**src/sv/qvr_pkg.sv**
```systemverilog
// Shared types, constants and helper functions for the quaternion vector rotation unit.
// Depends on nothing; the other files, apart from the two channel interfaces, refer to it by scoped names.

package qvr_pkg;

    // Default widths of the vector fields and the quaternion fraction.
    localparam int VEC_WIDTH      = 16;
    localparam int QUAT_FRAC_BITS = 14;
    localparam int QUAT_WIDTH     = 16;
    localparam int CFG_IDX_WIDTH  = 2;

    // Configuration register indexes.
    localparam logic [CFG_IDX_WIDTH-1:0] REG_QUAT_X = 2'd0;
    localparam logic [CFG_IDX_WIDTH-1:0] REG_QUAT_Y = 2'd1;
    localparam logic [CFG_IDX_WIDTH-1:0] REG_QUAT_Z = 2'd2;
    localparam logic [CFG_IDX_WIDTH-1:0] REG_QUAT_W = 2'd3;

    // Reset value of the scalar part: 1.0 in Q1.14.
    localparam logic signed [QUAT_WIDTH-1:0] QUAT_W_RESET = 16'sd16384;

    // Quaternion as held in the configuration registers.
    typedef struct packed {
        logic signed [QUAT_WIDTH-1:0] x;
        logic signed [QUAT_WIDTH-1:0] y;
        logic signed [QUAT_WIDTH-1:0] z;
        logic signed [QUAT_WIDTH-1:0] w;
    } t_quat;

    // Width of the intermediate product t = q * (0, v) after rounding.
    // The unrounded sum of three products fits in vw + 17 bits.
    function automatic int t_width(input int vw, input int qf);
        int w;
        w = vw + 18 - qf;
        if (w < 2) begin
            w = 2;
        end
        return w;
    endfunction

endpackage

```
**src/sv/qvr_cfg_regs.sv**
```systemverilog
// Configuration registers that hold the rotation quaternion.
// Depends on qvr_pkg for the register indexes and the quaternion type.

module qvr_cfg_regs (
    input  logic                                 i_clk,
    input  logic                                 i_rst_n,
    input  logic                                 i_cfg_we,
    input  logic [qvr_pkg::CFG_IDX_WIDTH-1:0]    i_cfg_idx,
    input  logic [qvr_pkg::QUAT_WIDTH-1:0]       i_cfg_data,
    output qvr_pkg::t_quat                       o_quat
);

    qvr_pkg::t_quat r_quat;

    // Reset gives the identity rotation; a write updates one component.
    always_ff @(posedge i_clk) begin
        if (!i_rst_n) begin
            r_quat.x <= '0;
            r_quat.y <= '0;
            r_quat.z <= '0;
            r_quat.w <= qvr_pkg::QUAT_W_RESET;
        end else if (i_cfg_we) begin
            unique case (i_cfg_idx)
                qvr_pkg::REG_QUAT_X: r_quat.x <= i_cfg_data;
                qvr_pkg::REG_QUAT_Y: r_quat.y <= i_cfg_data;
                qvr_pkg::REG_QUAT_Z: r_quat.z <= i_cfg_data;
                qvr_pkg::REG_QUAT_W: r_quat.w <= i_cfg_data;
                default:             r_quat   <= r_quat;
            endcase
        end
    end

    assign o_quat = r_quat;

endmodule

```
**config.mk**
```make
export PLATFORM = sky130hd
export DESIGN_NAME = qvr_cfg_regs
export DESIGN_NICKNAME = d
export VERILOG_FILES = /design/src/sv/qvr_pkg.sv /design/src/sv/qvr_cfg_regs.sv
export SDC_FILE = /design/constraint.sdc
export NUM_CORES = 1
export LEC_CHECK = 0
export ABC_AREA = 1
export BUFFER_PORTS_ARGS = -buffer_cell sky130_fd_sc_hd__clkbuf_2
export CORE_MARGIN = 2
export CORE_UTILIZATION = 39
export CTS_BUF_LIST = sky130_fd_sc_hd__clkbuf_16
export DETAILED_ROUTE_END_ITERATION = 10
export SLEW_MARGIN = 20
export SYNTH_ARGS = -nofsm -noshare
export SYNTH_HDL_FRONTEND = slang
export SYNTH_SLANG_ARGS = --single-unit
```
**constraint.sdc**
```tcl
create_clock -name i_clk -period 1.5 [get_ports i_clk]
set_input_delay 0.15 -clock i_clk [delete_from_list [all_inputs] [get_ports i_clk]]
set_output_delay 0.15 -clock i_clk [all_outputs]
set_load 0.005 [all_outputs]
```
-- Yosys cells after proc, flatten, opt, wreduce, memory -nomap -nowiden
Cells that the tools add are included.
- register bits: 64
- output and inout bits: 64
- word-level logic and storage cells: 12
- bits of input ports: 21
- reduce and logical (&&, ||, !) cells: 5
- equality and inequality tests: 3
- operators by type and width (cell ; count):
    2-bit AND reduction ; 4
    2-bit == test, second input constant ; 2
    2-bit by 1-bit == test with 1-bit output, second input constant ; 1
    2-bit logical NOT ; 1

-- Longest topological paths before layout
- word-level depth: 2
- depth in mapped cells: 6
- gate-level depth less buffers: 5

-- Worst setup path before layout
No wires, ideal clock.
- path type: input to register
- start point: input i_cfg_we
- end point: register r_quat (netlist bit o_quat[48])
- stages: 5
- required time: 1385 ps
- path slack: 617 ps
- arrival: 768 ps
- cell sequence: buf_2 -> buf_1 -> nand3_1 -> nand2_1 -> nor2_1
- cells in the longest elaborated chain, start to end: 1
- ends and longest elaborated chain (element ; RTL line ; text):
    start, declared ; qvr_cfg_regs.sv:7 ; input logic i_cfg_we,
    2-bit AND reduction (no source line) ; -- ;
    end signal, assigned ; qvr_cfg_regs.sv:28 ; default: r_quat <= r_quat;
    end, declared ; qvr_cfg_regs.sv:13 ; qvr_pkg::t_quat r_quat;
No other way between the ends.
A chain may end at the register's enable or synchronous reset.

-- Worst setup path in the final report
- start point: register r_quat (netlist bit o_quat[3])
- end point: output o_quat[3] in the netlist's numbering
- RTL lines (element ; RTL line ; text):
    end, declared ; qvr_cfg_regs.sv:10 ; output qvr_pkg::t_quat o_quat
No word-level cell between the ends.

==> metrics <==
Worst Path Required=1.35 ns; post-synthesis mux area share=0%; area grow syn2layout=28.2%; setup TNS=0 ns; layout cells sized above 1=21.1%; hold path depth=3; first-pass GRT wire length=10,200 µm; GR Layer Usage met1=24.9%; fmax=1060 MHz; wire per inst=11.0 µm; max reg flops=64; CTS root buf=clkbuf_16; clk buf depth=2; Vias=2,477; met3 Use GR=5.05%; die area=7470 µm²; RSZ-0062 raised after global routing=false; WP buf/inv=1; Tot GR Track Use=17.5%; post-synth top area cell=dfxtp_1; vias in the first global route=2,099; run status=finished, final reports clean; hold path start=i_cfg_data[15]; Synth Area in Simple Gates=35.5%; count of input and output buffers=84; Syn Inst Count=411; Core ar.=6680 µm²; Post-Syn Area=2650 µm²; synthesis-stage register bit count=64; Initial Utilization=39.6%; Compound-Gate Fraction of Synth Area=3.02%; CTS tree=yes; Pre-Repair DR Iteration Count=4; Avg Cell Area, Syn=6.44 µm²; largest family of logic cells by synthesized area=simple AND/OR/NAND/NOR gates; clock sinks=64; Crit Path Max Fanout=2; top-area cell type share of the netlist area=48.4%; Post-Route WL=6310 µm; crit path cell chain=clkbuf_2; global routing usage on met2=24.2%; DPL Wire Length=4300 µm; DRC Markers=0; Total Power=4.07 mW; Boundary Pins=85; Setup Viol. Count Final=0; critical path's slowest cell=dfxtp_1; Synth Area in XOR/XNOR=0%; worst skew pair latency=0.32 ns; Diodes inserted=0; final hold vios=0; initial DRC count=134; PwrDens=1200 nW/µm²; Tcrit/Tclk final=62.9%; Vias/cell=4.32; H-tree depth=3; Worst Skew=0 ns; post-CTS sizing=0; CTS Hold Buffers Added=0; Syn Nets=432; Die Wd=86.4 µm; delay-heaviest family, CP=flip-flops; worst slew pin tran=0.310 ns; CTS buffer count=9; endpoint type of the worst setup path=output port; # nets final=510; ranking of synthesized cells by area=dfxtp_1 (48%), nand2_1 (16%), nor2_1 (16%); Worst path max stage delay=0.35 ns; register area share after synthesis=48.4%; launching point of the worst reg2reg path=o_quat[32]; largest net degree at the start of global routing=65; routability congestion estimate=0.754; max_cap viols=0; R2R Setup Slk=0.86 ns; Final ANT Viol Nets=0; kind of critical path=reg2out; headroom to the max-slew limit=79.3%; Std-Cell Rows=30; GR Overflow Total=0; Slew Viols, Final=0; CP Launch Type=register; RR Endpoint=o_quat[32]; Core Util, Final=50.8%; Hold/Removal Path Class=in2reg; Clock Pin Slew Worst Setup and Hold Paths=0.05 ns; cells on worst reg2reg path=4; Hold Slack=0.122 ns; GR peak layer=met1; setup bufs post-CTS=0; Worst Setup SP=o_quat[3]; Synth cell types=10; Worst VDD drop=0.543 mV; WHS Endpoint=o_quat[47]; adder-cell share of the synthesized area=0%; Tmin final=0.943 ns; initial antenna violation count=0; die height=86.4 µm; worst endpoint data arrival time=0.79 ns; yosys warns=0; P_leak=1.97 nW
report_power, final:
| group | switching [mW] | internal [mW] |
|---|---|---|
| combinational | 0.259 | 0.173 |
| clock | 0.711 | 1.09 |
| sequential | 0.0459 | 1.79 |
| total | 1.02 | 3.05 |
how the worst max path moves through the flow:
stage                            end  slack [ns]  depth (start not counted)
after global placement    o_quat[54]        0.49                          6
after CTS                  o_quat[2]        0.55                          1
after floorplan           o_quat[48]        0.62                          5
after detailed placement  o_quat[51]        0.47                          6
after global routing      o_quat[17]        0.52                          1
final                      o_quat[3]        0.56                          1
placed cells by master, fill, tap and decap left out:
master / instances
clkbuf_16: 9
clkbuf_2: 84
nor2_2: 1
dfxtp_1: 64
buf_4: 4
inv_1: 67
nand4_1: 1
nor2_1: 110
buf_12: 2
nand3_1: 20
clkinv_2: 4
nand2_1: 111
a21oi_1: 16
clkinv_1: 1
final cells by class:
cell class              instances  area [µm²]
multi-input cells             259        1020
repair buffers                 90         490
clock buffers                   9         225
inverters                      65         244
fillers                       703        3290
clock inverters                 7        31.3
flip-flops and latches         64        1280
well taps                      80         100
cell families after synthesis:
family                 after synthesis
buffers and inverters               88
AND/OR/NAND/NOR                    243
flip-flops                          64
AO/OA/AOI/OAI                       16
synth_stat cells:
cell type / n
nand2_1: 111
nand3_1: 20
nand4_1: 1
inv_1: 65
clkbuf_1: 2
buf_2: 14
nor2_1: 111
dfxtp_1: 64
a21oi_1: 16
buf_1: 7
metal layers:
| layer | share of wire [%] | up-vias |
|---|---|---|
| li1 | - | 1352 |
| met1 | 50 | 1058 |
| met2 | 43 | 59 |
| met3 | 5.8 | 8 |
| met4 | 1.6 | 0 |
| met5 | 0 | - |
per-stage QoR:
stage / instances / instance area (µm²) / setup WS, ns
2_1_floorplan: 411 / 2650 / 0.617
3_3_place_gp: 558 / 3140 / 0.487
3_5_place_dp: 558 / 3140 / 0.470
4_1_cts: 574 / 3390 / 0.546
5_1_grt: 574 / 3390 / 0.518
6_report: 574 / 3390 / 0.557
worst min-delay path: cells and delay by family:
family	cells	cell delay, ns
and+or+nand+nor	2	0.13
buffers and inverters	1	0.12
Note: power is estimated with default switching activity, not from simulation.
